<file path="src/urdf_pkg.sv">
// Package for the unsigned radix digit formatter.
// Holds the request and result structs, code constants and the digit encoder.
// No dependencies.
package urdf_pkg;

  localparam logic [1:0] SIZE_BYTE  = 2'd0;
  localparam logic [1:0] SIZE_SHORT = 2'd1;
  localparam logic [1:0] SIZE_WORD  = 2'd2;
  localparam logic [1:0] SIZE_LONG  = 2'd3;

  localparam logic [1:0] RADIX_OCT = 2'd0;
  localparam logic [1:0] RADIX_DEC = 2'd1;
  localparam logic [1:0] RADIX_HEX = 2'd2;

  // x / 10 == (x * DEC_RECIP) >> DEC_SHIFT for x below 1029
  localparam logic [7:0] DEC_RECIP = 8'd205;
  localparam int         DEC_SHIFT = 11;
  localparam logic [3:0] DEC_BASE  = 4'd10;

  localparam logic [7:0] ASCII_ZERO  = 8'h30;
  localparam logic [7:0] ASCII_UPPER = 8'h41;
  localparam logic [7:0] ASCII_LOWER = 8'h61;

  typedef struct packed {
    logic [63:0] value;
    logic [1:0]  size_code;
    logic [1:0]  radix_code;
    logic        capitals;
    logic        alternate;
    logic [6:0]  precision;
  } urdf_request_t;

  typedef struct packed {
    logic [7:0] character;
    logic       has_char;
    logic       last;
    logic [6:0] total_length;
    logic       octal_prefix;
    logic       hex_prefix;
  } urdf_result_t;

  typedef struct packed {
    logic        load;
    logic        next;
    logic [1:0]  radix_code;
    logic [63:0] value;
  } urdf_dig_cmd_t;

  typedef struct packed {
    logic       done;
    logic [3:0] digit;
    logic       more;
  } urdf_dig_stat_t;

  typedef enum logic [1:0] {
    ST_IDLE,
    ST_DIGIT,
    ST_OUT
  } urdf_state_t;

  function automatic logic [7:0] digit_char(input logic [3:0] d, input logic caps);
    logic [7:0] base;
    if (d < DEC_BASE) begin
      digit_char = ASCII_ZERO + {4'd0, d};
    end else begin
      base = caps ? ASCII_UPPER : ASCII_LOWER;
      digit_char = base + {4'd0, d - DEC_BASE};
    end
  endfunction

endpackage

</file>
<file path="src/unsigned_radix_digit_formatter_unit.sv">
// Top level of the unsigned radix digit formatter.
// Depends on urdf_pkg and urdf_digit_unit.
//
// Usage:
//   A request (value, size_code, radix_code, capitals, alternate, precision)
//   is taken on request_valid/request_ready; request_ready is high only when
//   the unit is idle, one request at a time.
//   Results leave on result_valid/result_ready from an output register,
//   least significant digit first, then '0' padding up to the precision,
//   capped at BUF_LEN characters. The result with last set closes the run
//   and carries the prefix flags. Zero value with zero precision gives a
//   single result with has_char clear.
//   Work per result: an octal or hex digit is a shift of the held quotient in
//   the digit unit, a decimal digit 16 nibble steps of its divide-by-ten unit;
//   each digit then needs the output load and the result handshake, a padding
//   character only the result handshake. A 64-bit value gives up to 20
//   decimal or 16 hex digits.
//   A stall on result_ready holds the current result and halts the run.
//   Synchronous reset returns the unit to idle and drops any run in flight.
module unsigned_radix_digit_formatter_unit
  import urdf_pkg::*;
#(
  parameter int BUF_LEN = 64
) (
  input  logic          clk,
  input  logic          rst,
  input  logic          request_valid,
  output logic          request_ready,
  input  urdf_request_t request,
  output logic          result_valid,
  input  logic          result_ready,
  output urdf_result_t  result
);

  localparam int CW = $clog2(BUF_LEN + 1);
  localparam logic [CW-1:0] BUF_MAX = CW'(BUF_LEN);

  urdf_state_t    state, state_next;
  urdf_dig_cmd_t  dig_cmd;
  urdf_dig_stat_t dig_stat;

  logic [CW-1:0] count;
  logic [CW-1:0] prec;
  logic          caps;
  logic          oct_flag;
  logic          hex_flag;
  logic          pad_mode;
  urdf_result_t  out_r;

  logic          req_acc;
  logic          res_acc;
  logic [63:0]   v_trunc;
  logic          v_zero;
  logic [CW-1:0] prec_sat;
  logic [CW-1:0] cnt1;
  logic          more;
  logic          pad;

  assign req_acc = request_valid && request_ready;
  assign res_acc = result_valid && result_ready;
  assign cnt1    = count + CW'(1);

  always_comb begin
    unique case (request.size_code)
      SIZE_BYTE:  v_trunc = {56'd0, request.value[7:0]};
      SIZE_SHORT: v_trunc = {48'd0, request.value[15:0]};
      SIZE_WORD:  v_trunc = {32'd0, request.value[31:0]};
      default:    v_trunc = request.value;
    endcase
    v_zero   = (v_trunc == '0);
    prec_sat = (request.precision > 7'(BUF_LEN)) ? BUF_MAX : CW'(request.precision);
    more     = dig_stat.more && (cnt1 < BUF_MAX);
    pad      = (cnt1 < prec);
  end

  always_comb begin
    state_next = state;
    unique case (state)
      ST_IDLE: begin
        if (req_acc) begin
          state_next = (v_zero && prec_sat == '0) ? ST_OUT : ST_DIGIT;
        end
      end
      ST_DIGIT: begin
        if (dig_stat.done) begin
          state_next = ST_OUT;
        end
      end
      ST_OUT: begin
        if (res_acc) begin
          if (out_r.last) begin
            state_next = ST_IDLE;
          end else if (!pad_mode) begin
            state_next = ST_DIGIT;
          end
        end
      end
      default: state_next = ST_IDLE;
    endcase
  end

  always_comb begin
    request_ready      = (state == ST_IDLE);
    result_valid       = (state == ST_OUT);
    dig_cmd.load       = req_acc;
    dig_cmd.next       = res_acc && !out_r.last && !pad_mode;
    dig_cmd.radix_code = request.radix_code;
    dig_cmd.value      = v_trunc;
  end

  always_ff @(posedge clk) begin
    if (rst) begin
      state <= ST_IDLE;
    end else begin
      state <= state_next;
    end
  end

  always_ff @(posedge clk) begin
    if (rst) begin
      count    <= '0;
      pad_mode <= 1'b0;
    end else begin
      if (req_acc) begin
        count    <= '0;
        pad_mode <= 1'b0;
        prec     <= prec_sat;
        caps     <= request.capitals;
        oct_flag <= request.alternate && !v_zero && (request.radix_code == RADIX_OCT);
        hex_flag <= request.alternate && !v_zero && (request.radix_code == RADIX_HEX);
        out_r    <= '{character: 8'd0, has_char: 1'b0, last: 1'b1, total_length: 7'd0,
                      octal_prefix: 1'b0, hex_prefix: 1'b0};
      end else if (state == ST_DIGIT && dig_stat.done) begin
        count    <= cnt1;
        pad_mode <= !more;
        out_r    <= '{character: digit_char(dig_stat.digit, caps), has_char: 1'b1,
                      last: !more && !pad, total_length: 7'(cnt1),
                      octal_prefix: oct_flag && !more && !pad,
                      hex_prefix: hex_flag && !more && !pad};
      end else if (res_acc && !out_r.last && pad_mode) begin
        count <= cnt1;
        out_r <= '{character: ASCII_ZERO, has_char: 1'b1, last: (cnt1 >= prec),
                   total_length: 7'(cnt1),
                   octal_prefix: oct_flag && (cnt1 >= prec),
                   hex_prefix: hex_flag && (cnt1 >= prec)};
      end
    end
  end

  assign result = out_r;

  urdf_digit_unit u_digit (
    .clk  (clk),
    .rst  (rst),
    .cmd  (dig_cmd),
    .stat (dig_stat)
  );

  a_count_bound: assert property (@(posedge clk) disable iff (rst)
    count <= BUF_MAX)
    else $error("character count beyond buffer length");

  a_last_returns_idle: assert property (@(posedge clk) disable iff (rst)
    res_acc && result.last |=> request_ready)
    else $error("unit not idle after last result");

  a_length_with_char: assert property (@(posedge clk) disable iff (rst)
    result_valid && result.has_char |-> result.total_length != 7'd0)
    else $error("character result with zero length");

  a_no_load_while_busy: assert property (@(posedge clk) disable iff (rst)
    state == ST_DIGIT |-> !dig_cmd.load && !dig_cmd.next)
    else $error("digit unit restarted mid-digit");

endmodule

</file>
<file path="src/urdf_digit_unit.sv">
// Digit extractor: peels the least significant digit off a held quotient.
// Octal and hex shift the digit straight out of the quotient; decimal divides by ten a nibble per cycle.
// Depends on urdf_pkg.
module urdf_digit_unit
  import urdf_pkg::*;
(
  input  logic           clk,
  input  logic           rst,
  input  urdf_dig_cmd_t  cmd,
  output urdf_dig_stat_t stat
);

  logic [63:0] sh;
  logic [3:0]  rem;
  logic [3:0]  cnt;
  logic        busy;
  logic        done;
  logic [1:0]  radix;

  logic [7:0]  x;
  logic [15:0] prod;
  logic [3:0]  q;
  logic [7:0]  qx10;
  logic [3:0]  r;

  always_comb begin
    x    = {rem, sh[63:60]};
    prod = 16'(x) * 16'(DEC_RECIP);
    q    = prod[DEC_SHIFT+3:DEC_SHIFT];
    qx10 = 8'(q) * 8'(DEC_BASE);
    r    = 4'(x - qx10);
  end

  always_ff @(posedge clk) begin
    if (rst) begin
      busy <= 1'b0;
      done <= 1'b0;
      cnt  <= '0;
    end else begin
      done <= 1'b0;
      priority if (cmd.load) begin
        sh    <= cmd.value;
        radix <= cmd.radix_code;
        rem   <= '0;
        cnt   <= '0;
        busy  <= 1'b1;
      end else if (cmd.next) begin
        rem  <= '0;
        cnt  <= '0;
        busy <= 1'b1;
      end else if (busy) begin
        unique case (radix)
          RADIX_OCT: begin
            rem  <= {1'b0, sh[2:0]};
            sh   <= sh >> 3;
            busy <= 1'b0;
            done <= 1'b1;
          end
          RADIX_HEX: begin
            rem  <= sh[3:0];
            sh   <= sh >> 4;
            busy <= 1'b0;
            done <= 1'b1;
          end
          default: begin
            sh  <= {sh[59:0], q};
            rem <= r;
            cnt <= cnt + 4'd1;
            if (cnt == 4'hF) begin
              busy <= 1'b0;
              done <= 1'b1;
            end
          end
        endcase
      end
    end
  end

  assign stat.done  = done;
  assign stat.digit = rem;
  assign stat.more  = (sh != '0);

endmodule

</file>
<file path="config.mk">
export PLATFORM = sky130hd
export DESIGN_NAME = unsigned_radix_digit_formatter_unit
export DESIGN_NICKNAME = d
export VERILOG_FILES = /design/src/urdf_pkg.sv /design/src/unsigned_radix_digit_formatter_unit.sv /design/src/urdf_digit_unit.sv
export SDC_FILE = /design/constraint.sdc
export NUM_CORES = 1
export LEC_CHECK = 0
export ABC_AREA = 1
export BUFFER_PORTS_ARGS = -buffer_cell sky130_fd_sc_hd__buf_2
export CAP_MARGIN = 40
export CORE_ASPECT_RATIO = 1.5
export CORE_MARGIN = 1.5
export CORE_UTILIZATION = 50
export CTS_CLUSTER_DIAMETER = 60
export CTS_CLUSTER_SIZE = 12
export DETAILED_ROUTE_END_ITERATION = 7
export GPL_TIMING_DRIVEN = 0
export HOLD_SLACK_MARGIN = 0.1
export PLACE_DENSITY = 0.76
export SETUP_SLACK_MARGIN = 0.05
export SLEW_MARGIN = 25
export SYNTH_ARGS = -nofsm -noshare
export SYNTH_HDL_FRONTEND = slang
export SYNTH_SLANG_ARGS = --single-unit
</file>
<file path="constraint.sdc">
create_clock -name clk -period 12.08 [get_ports clk]
set_input_delay 2.416 -clock clk [delete_from_list [all_inputs] [get_ports clk]]
set_output_delay 2.416 -clock clk [all_outputs]
set_load 0.1 [all_outputs]
</file>
==> results.tsv, run 1 <==
metric	value	unit
Least-Margin Pin Slew	656.4	ps
violated checks	DRC	
Mapped Area	7694	µm²
Diodes inserted	0	
core area	15070	µm²
CP required	12350	ps
Post-Syn Instances	896	
antenna violations before repair	0	
Setup CP Type	flop to flop	
Detailed Route WL	21430	µm
sequential cell area fraction in the yosys report	42.41	%
TritonCTS clock tree	done	
Max H-tree Level	4	
vias in the first global route	7128	
DR vias/cell	5.887	
status	finished with violations	
power density cells	269.0	nW/µm²
Post-Syn Area per Cell	8.587	µm²
clock slew at reported path FFs	60	ps
DRC Markers	2	
static leakage	4.033	nW
1st-iter DRT viols	608	
Synth Register Bits	114	
WL/cell	17.42	µm
Hold WC Path Type	flop to flop	
endpoint class of the critical path	flop	
first-pass GRT wire length	33840	µm
final-stage net count	1165	
Die X	104.3	µm
Psw	0.001142	W
GRT overflow	0	
RSZ-0062 raised after global routing	no	
final hold vios	0	
Switching Share	46.45	%
post-DP HPWL	16360	µm
syn_nets	1043	
Clock Latency Late Sink	420	ps
FP Rows	55	
post-route clock period utilization	41.15	%
Synth cell types	41	
via count	7241	
Clock Path Buffers	2	
Setup Viol. Count Final	0	
ys flop type	edfxtp_1	
VDD IR max	148.1	µV
DRT Pass-1 Iters	8	
IO Port Bufs	98	
# Max-Cap Violations	0	
Post-synth ARST share	0	%
Final GP Congestion	0.9577	
Layout Utilization	60.63	%
Worst setup SP type	flop	
All-Layer GR Usage	26.87	%
Sink Count	114	
Layout area overhead	18.77	%
die height	154.9	µm
Clock Skew	8.768	ps
Post-CTS Repair Setup Buffers	0	
Max-slew headroom	56.24	%
Fmax	201.2	MHz
num ports	102	
Clock power frac	20.2	%
DIE AREA	16160	µm²
minimum clock period	4971	ps
Max Slew Vio Count	0	
Initial Util	51.05	%
Ys Warns	0	
crit path DAT	5240	ps
CTS Buf Count	17	
Final ANT Viol Nets	0	
Final TNS setup	0	ps
count of flip-flops with a built-in enable after synthesis	98	
cts repair resizes	0	
largest net degree at the start of global routing	23	
fraction of layout cells with a size suffix above 1	16.10	%
clock root buffer	clkbuf_16	
Hold Buf Count CTS	0	
P_int	0.001316	W
share of power burned in registers	24.9	%
crit-path max FO	6	
Comb power frac	54.9	%
-- cells by family after synthesis --
group / share of synthesized area (%)
AOI/OAI and AO/OA: 19.14
xor gates and xnor gates: 1.935
adders and majority gates: 11.81
buffers and inverters: 9.367
DFF: 42.41
other: 0.04874
and+or+nand+nor: 15.29
-- per-layer routing --
metal / routed length, µm / global-route usage (%)
met2: 11090 / 49.56
met3: 1555 / 4.147
met1: 7571 / 28.41
met4: 1211 / 16.80
met5: 0 / 0
-- registers in the layout (all words and copies together) (netlist names), 2 cells and up --
| name | count |
|---|---|
| u_digit.sh | 64 |
| result | 18 |
| count | 7 |
| prec | 7 |
| u_digit.cnt | 4 |
| u_digit.rem | 4 |
| state | 2 |
| u_digit.radix | 2 |
-- power groups by stage --
stage	sequential [W]	clock, W	combinational [W]
detailed placement	0.000615	0	0.00130
global placement	0.000626	0	0.00125
global route	0.000615	0.000514	0.00152
finish	0.000612	0.000497	0.00135
CTS	0.000607	0.000496	0.00133
floorplan	0.000638	0	0.000963
-- metrics by stage --
stage                     total power, W  hold WS [ps]  instance area [µm²]  worst slack (ps)  instances
after floorplan                 0.001601         458.3                 7694              4030        896
after global placement          0.001873         471.6                 8433              1764       1193
after detailed placement        0.001918         474.5                 8549              7296       1198
after CTS                       0.002433         483.6                 9138              7189       1230
after global routing            0.002650         527.1                 9138              6857       1230
final                           0.002458         488.5                 9138              7109       1230
-- Yosys cell counts, types with 2 or more instances --
cell,n,area share (%)
a21o_1,2,0.20
a21oi_1,92,6.0
a221oi_1,32,3.6
a311oi_1,6,0.68
buf_1,3,0.15
buf_2,15,0.98
buf_4,2,0.20
buf_6,2,0.29
clkbuf_1,23,1.1
dfxtp_1,16,4.2
edfxtp_1,98,38
fa_1,11,2.9
ha_1,55,8.9
inv_1,132,6.4
inv_2,4,0.20
nand2_1,125,6.1
nand3_1,41,2.7
nand3b_1,3,0.29
nand4_1,17,1.4
nor2_1,50,2.4
nor2_2,2,0.16
nor3_1,4,0.26
nor4_1,15,1.2
o211ai_1,3,0.29
o21a_1,2,0.20
o21ai_0,83,5.4
o22ai_1,29,2.4
xnor2_1,5,0.57
xor2_1,12,1.4
-- worst max-delay path: stages (launching register included) --
cell	delay, ps
edfxtp_1	540
ha_1	390
xor2_1	160
ha_1	320
fa_1	510
inv_1	50
fa_1	530
inv_1	50
ha_1	310
nand2_1	70
nand2_1	60
a21oi_1	220
nand3_1	150
nand2_1	160
ha_1	160
inv_1	40
fa_1	370
xor2_1	300
inv_1	80
nand3_1	100
nand3_1	90
a21oi_1	150
-- cells in the final DEF (no fill, tap or decap), drive strengths merged, types with 41 or more instances in the layout --
master	count
o21ai	83
nand2	125
edfxtp	98
ha	55
inv	146
clkbuf	41
buf	125
a21oi	93
nor2	52
nand3	42
-- path summary, 6_finish.rpt --
check / from / endpoint / slack (ps) / cells past startpoint
max reg2reg: u_digit.sh[62] / u_digit.rem[3] / 7110 / 21
max: u_digit.sh[62] / u_digit.rem[3] / 7110 / 21
min reg2reg: pad_mode / pad_mode / 490 / 2
min: pad_mode / pad_mode / 490 / 2
-- final cells by class --
cell class / count / area [µm²]
Timing Repair Buffer: 103 / 591.8
Sequential cell: 114 / 3263
Inverter: 136 / 510.5
Multi-Input combinational cell: 601 / 3725
Tap cell: 199 / 249.0
Clock inverter: 14 / 137.6
Fill cell: 1300 / 5933
Buffer: 45 / 210.2
Clock buffer: 18 / 450.4
Power figures use the tool's default switching activity.
==> run 2, diff against run 1 <==
PLACE_DENSITY = 0.78   (was 0.76)
clock period = 4.5 ns   (was 12.08 ns; I/O delays follow)
==> results.tsv, run 2 (synthesized netlist as in run 1, its figures left out) <==
metric	value	unit	change
Max Slew Vio Count	0		unchanged
Filler Cells Inserted	1223		was 1300
endpoint class of the critical path	flop		unchanged
largest net degree at the start of global routing	24		was 23
Final TNS setup	0	ps	unchanged
final-stage net count	1189		was 1165
crit path DAT	4570	ps	was 5240 ps
Max H-tree Level	4		unchanged
Worst setup SP type	flop		unchanged
Detailed Route WL	22770	µm	was 21430 µm
All-Layer GR Usage	27.76	%	was 26.87%
worst reg2reg setup slack	90	ps	was 7110 ps
FP Rows	55		unchanged
Clock Skew	8.763	ps	was 8.768 ps
post-route clock period utilization	97.90	%	was 41.15%
DR vias/cell	5.996		was 5.887
via count	7519		was 7241
antenna violations before repair	0		unchanged
Layout area overhead	24.69	%	was 18.77%
crit-path max FO	4		was 6
TritonCTS clock tree	done		unchanged
Hold Crit Depth	2		unchanged
Fin Hold WS	495.9	ps	was 488.5 ps
DIE AREA	16160	µm²	unchanged
RR Endpoint	u_digit.rem[3]		unchanged
Final GP Congestion	0.9603		was 0.9577
Setup CP Type	flop to flop		unchanged
Diodes inserted	0		unchanged
max FFs per register	64		unchanged
Layout Utilization	63.65	%	was 60.63%
Max-slew headroom	55.40	%	was 56.24%
Sequential Area	3263	µm²	unchanged
RSZ-0062 raised after global routing	yes		was no
CTS Buf Count	17		unchanged
Hold Path End	u_digit.cnt[1]		was pad_mode
# Max-Cap Violations	0		unchanged
first-pass GRT wire length	35160	µm	was 33840 µm
Initial Util	51.05	%	unchanged
Hold WC Path Type	flop to flop		unchanged
Die X	104.3	µm	unchanged
Clock Path Buffers	2		unchanged
num ports	102		unchanged
area of the multi-input gates	3925	µm²	was 3725 µm²
worst r2r src	u_digit.sh[62]		unchanged
Largest Register	u_digit.sh		unchanged
final hold vios	0		unchanged
static leakage	4.190	nW	was 4.033 nW
CP required	4660	ps	was 12350 ps
Least-Margin Pin Slew	669.0	ps	was 656.4 ps
Sink Count	114		unchanged
most common cell after layout, fill and taps aside	inv_1		unchanged
GRT overflow	0		unchanged
1st-iter DRT viols	772		was 608
VDD IR max	734.3	µV	was 148.1 µV
DRT Pass-1 Iters	7		was 8
WL/cell	18.16	µm	was 17.42 µm
vias in the first global route	7387		was 7128
core area	15070	µm²	unchanged
DRC Markers	0		was 2
Clock Latency Late Sink	420	ps	about the same
most frequent cells in the layout	inv_1 (125), nand2_1 (116), buf_2 (113)		was inv_1 (132), nand2_1 (125), buf_2 (113)
die height	154.9	µm	unchanged
clock slew at reported path FFs	60	ps	about the same
power density cells	847.8	nW/µm²	was 269.0 nW/µm²
Final ANT Viol Nets	0		unchanged
minimum clock period	4405	ps	was 4971 ps
R2R depth	21		unchanged
status	finished clean		was finished with violations
Fmax	227.0	MHz	was 201.2 MHz
clock root buffer	clkbuf_16		unchanged
Worst Min Path Start	u_digit.cnt[1]		was pad_mode
post-DP HPWL	16540	µm	was 16360 µm
fraction of layout cells with a size suffix above 1	21.42	%	was 16.10%
Setup Viol. Count Final	0		unchanged
IO Port Bufs	98		unchanged
run 2: worst max-delay path, stage by stage, from the launching register on:
cell and delay, ps:
edfxtp_1 490, inv_2 100, ha_4 290, inv_1 50, fa_1 490, inv_1 50, fa_1 550, ha_4 220
ha_4 250, a21oi_1 210, o21a_1 220, o21ai_2 90, nand3_2 90, nand2_1 50, nand2_1 80, nand2_1 80
fa_2 380, xor2_2 190, inv_1 50, nand3_1 60, nand3_1 80, a21oi_2 70
run 2: metal layers:
layer	GRT usage (%)	up-vias	share of wire, %
met5	0	-	0
met1	28.30	3447	34
met4	17.59	0	6.7
li1	-	3463	-
met3	4.902	149	7.3
met2	51.85	460	52
run 2: worst max-delay path by stage:
stage,start,end,slack [ps],depth (start not counted)
global placement,u_digit.sh[62],u_digit.rem[3],-250,21
finish,u_digit.sh[62],u_digit.rem[3],90,21
global route,u_digit.sh[62],u_digit.rem[3],-90,22
CTS,u_digit.sh[61],u_digit.rem[3],60,22
detailed placement,u_digit.sh[62],u_digit.rem[3],-300,21
floorplan,u_digit.sh[62],u_digit.rem[3],130,21
run 2: timing repair:
action | in CTS | in global routing
hold buffers | 0 | 0
pin swaps | 7 | 31
gates resized for setup | 12 | 33
endpoints found under the hold margin | 0 | 0
buffers inserted | 18 | 6
setup endpoints to repair | 2 | 2
run 2: through the flow:
stage                     std cells  setup slack (ps)  power, W  instance area, µm²
final                          1254             94.57  0.008133                9593
after global routing           1254            -92.73  0.008687                9593
after CTS                      1248             58.47  0.007082                9405
after detailed placement       1198            -300.5  0.005155                8549
after global placement         1193            -253.9  0.005000                8437
after floorplan                 896             125.9  0.004286                7697
run 2: cell type report:
class	instances	share of cell area [%]
Multi-Input combinational cell	601	40.92
Timing Repair Buffer	127	8.126
Clock inverter	9	1.017
Tap cell	199	2.596
Clock buffer	23	5.765
Buffer	45	2.191
Sequential cell	114	34.02
Inverter	136	5.374
run 2: power by group:
group / internal [W] / leakage (nW) / switching [W]
sequential: 0.00145 / 1.06 / 0.000180
clock: 0.000933 / 0.323 / 0.000526
combinational: 0.00213 / 2.81 / 0.00292
==> run 3, diff against run 2 <==
BUFFER_PORTS_ARGS = -buffer_cell sky130_fd_sc_hd__clkbuf_2   (was -buffer_cell sky130_fd_sc_hd__buf_2)
==> results.tsv, run 3 (synthesized netlist as in run 1, its figures left out) <==
metric	value	unit	change
FP Rows	55		unchanged
Setup CP Type	flop to flop		unchanged
crit path DAT	4620	ps	was 4570 ps
GR Util met3	4.692	%	was 4.902%
power density cells	833.1	nW/µm²	was 847.8 nW/µm²
DRT Pass-1 Iters	6		was 7
endpoint class of the critical path	flop		unchanged
Clock power frac	17.0	%	was 17.9%
Filler Cells Inserted	1223		unchanged
share of power burned in registers	20.3	%	was 20.0%
total power	0.007955	W	was 0.008133 W
GRT overflow	0		unchanged
Max-slew headroom	55.10	%	was 55.40%
vias in the first global route	7269		was 7387
met1 usage	29.19	%	was 28.30%
Psw	0.003675	W	was 0.003626 W
Layout area overhead	24.10	%	was 24.69%
All-Layer GR Usage	27.19	%	was 27.76%
Detailed Route WL	22420	µm	was 22770 µm
slowest stage cell, crit path	fa_1		unchanged
Least-Margin Pin Slew	673.4	ps	was 669.0 ps
clock slew at reported path FFs	60	ps	about the same
crit-path max FO	3		was 4
clock root buffer	clkbuf_16		unchanged
post-route clock period utilization	98.67	%	was 97.90%
met2 GRT Util	50.09	%	was 51.85%
Clock Path Buffers	2		unchanged
antenna violations before repair	0		unchanged
Clock Latency Late Sink	430	ps	was 420 ps
Setup Viol. Count Final	0		unchanged
Comb power frac	62.7	%	was 62.0%
busiest layer in global routing	met2		unchanged
Cell Chain, Critical Path	buf_6 -> ha_4 -> xor2_2 -> ha_1 -> fa_1 -> inv_1 -> fa_1 -> inv_2 -> ha_4 -> nand2_4 -> nor2_4 -> nand2_2 -> nand2_2 -> nand2_2 -> nand2_2 -> ha_4 -> inv_2 -> fa_2 -> xor2_2 -> inv_1 -> nand3_1 -> nand3_1 -> a21oi_2		was inv_2 -> ha_4 -> inv_1 -> fa_1 -> inv_1 -> fa_1 -> ha_4 -> ha_4 -> a21oi_1 -> o21a_1 -> o21ai_2 -> nand3_2 -> nand2_1 -> nand2_1 -> nand2_1 -> fa_2 -> xor2_2 -> inv_1 -> nand3_1 -> nand3_1 -> a21oi_2
via count	7453		was 7519
most common cell after layout, fill and taps aside	inv_1		unchanged
minimum clock period	4440	ps	was 4405 ps
WL/cell	17.94	µm	was 18.16 µm
largest net degree at the start of global routing	24		unchanged
DR vias/cell	5.962		was 5.996
DRC Markers	0		unchanged
Hold WC Path Type	flop to flop		unchanged
RSZ-0062 raised after global routing	yes		unchanged
CTS Buf Count	17		unchanged
Fin Hold WS	497.0	ps	was 495.9 ps
final-stage net count	1185		was 1189
status	finished clean		unchanged
IO Port Bufs	98		unchanged
Die X	104.3	µm	unchanged
fraction of layout cells with a size suffix above 1	21.69	%	was 21.42%
# Max-Cap Violations	0		unchanged
CP most frequent cell	nand2_2		
Final ANT Viol Nets	0		unchanged
most frequent cells in the layout	inv_1 (126), nand2_1 (114), edfxtp_1 (98), clkbuf_2 (98), a21oi_1 (89)		was inv_1 (125), nand2_1 (116), buf_2 (113)
max FFs per register	64		unchanged
Final WS setup	59.91	ps	was 94.57 ps
Switching Share	46.20	%	was 44.59%
P_int	0.004280	W	was 0.004507 W
VDD IR max	650.7	µV	was 734.3 µV
Clock Skew	9.139	ps	was 8.763 ps
DIE AREA	16160	µm²	unchanged
die height	154.9	µm	unchanged
static leakage	4.162	nW	was 4.190 nW
TritonCTS clock tree	done		unchanged
Diodes inserted	0		unchanged
num ports	102		unchanged
1st-iter DRT viols	776		was 772
Max Slew Vio Count	0		unchanged
Sink Count	114		unchanged
post-DP HPWL	16400	µm	was 16540 µm
first-pass GRT wire length	34380	µm	was 35160 µm
Max H-tree Level	4		unchanged
pre-CTS WS	-368.7	ps	was -300.5 ps
Final GP Congestion	0.9642		was 0.9603
Largest Register	u_digit.sh		unchanged
Initial Util	51.05	%	unchanged
CP peak stage delay	490	ps	was 550 ps
dpl cell area	8549	µm²	unchanged
Worst setup SP type	flop		unchanged
worst reg2reg setup slack	60	ps	was 90 ps
CP required	4680	ps	was 4660 ps
final hold vios	0		unchanged
Fmax	225.2	MHz	was 227.0 MHz
core area	15070	µm²	unchanged
Final Cell Area	9548	µm²	was 9593 µm²
-- run 3: stage by stage --
step           setup TNS (ps)  utilization [%]  cells
2_1_floorplan               0                -    896
3_3_place_gp            -6937            55.98   1193
3_5_place_dp           -446.2            56.73   1198
4_1_cts                     0            61.69   1243
5_1_grt                -74.02            63.35   1250
6_report                    0            63.35   1250
-- run 3: critical path: cells and delay by family (launching register included) --
family	cells	cell delay, ps
AO/OA/AOI/OAI	1	60
XOR/XNOR	2	370
adder cells (fa/ha/maj)	7	2350
buffers and inverters	5	340
AND/OR/NAND/NOR	8	650
flip-flops	1	420
-- run 3: power by group through the flow --
| stage | registers (W) | clock network [W] | logic, W |
|---|---|---|---|
| floorplan | 0.00170 | 0 | 0.00259 |
| global placement | 0.00166 | 0 | 0.00335 |
| detailed placement | 0.00165 | 0 | 0.00350 |
| CTS | 0.00161 | 0.00135 | 0.00381 |
| global route | 0.00162 | 0.00140 | 0.00548 |
| finish | 0.00161 | 0.00135 | 0.00499 |
-- run 3: worst paths after layout --
path	from	to	cells past startpoint
worst max register to register	u_digit.sh[62]	u_digit.rem[3]	23
worst max-delay path	u_digit.sh[62]	u_digit.rem[3]	23
worst min register to register	u_digit.cnt[1]	u_digit.cnt[1]	2
worst min-delay path	u_digit.cnt[1]	u_digit.cnt[1]	2
-- run 3: what timing repair did --
action / CTS / global route
setup buffers: 13 / 7
hold buffers: 0 / 0
setup endpoints to repair: 2 / 2
pin swaps: 6 / 28
gates resized for setup: 9 / 44
-- run 3: layer usage --
metal | vias up | routed length (µm)
met3 | 125 | 1710
met1 | 3414 | 7744
met5 | - | 0
met2 | 455 | 11690
met4 | 0 | 1279
li1 | 3459 | -
-- run 3: final cells by class --
| class | instances | area, µm² | area share (%) |
|---|---|---|---|
| buffer | 45 | 210.2 | 2.202 |
| inverter | 136 | 513.0 | 5.373 |
| sequential | 114 | 3263 | 34.18 |
| multi-input combinational | 601 | 3971 | 41.59 |
| tap | 199 | 249.0 | 2.608 |
| clock buffer | 17 | 425.4 | 4.456 |
| timing repair buffer | 123 | 753.2 | 7.889 |
| clock inverter | 15 | 162.7 | 1.704 |
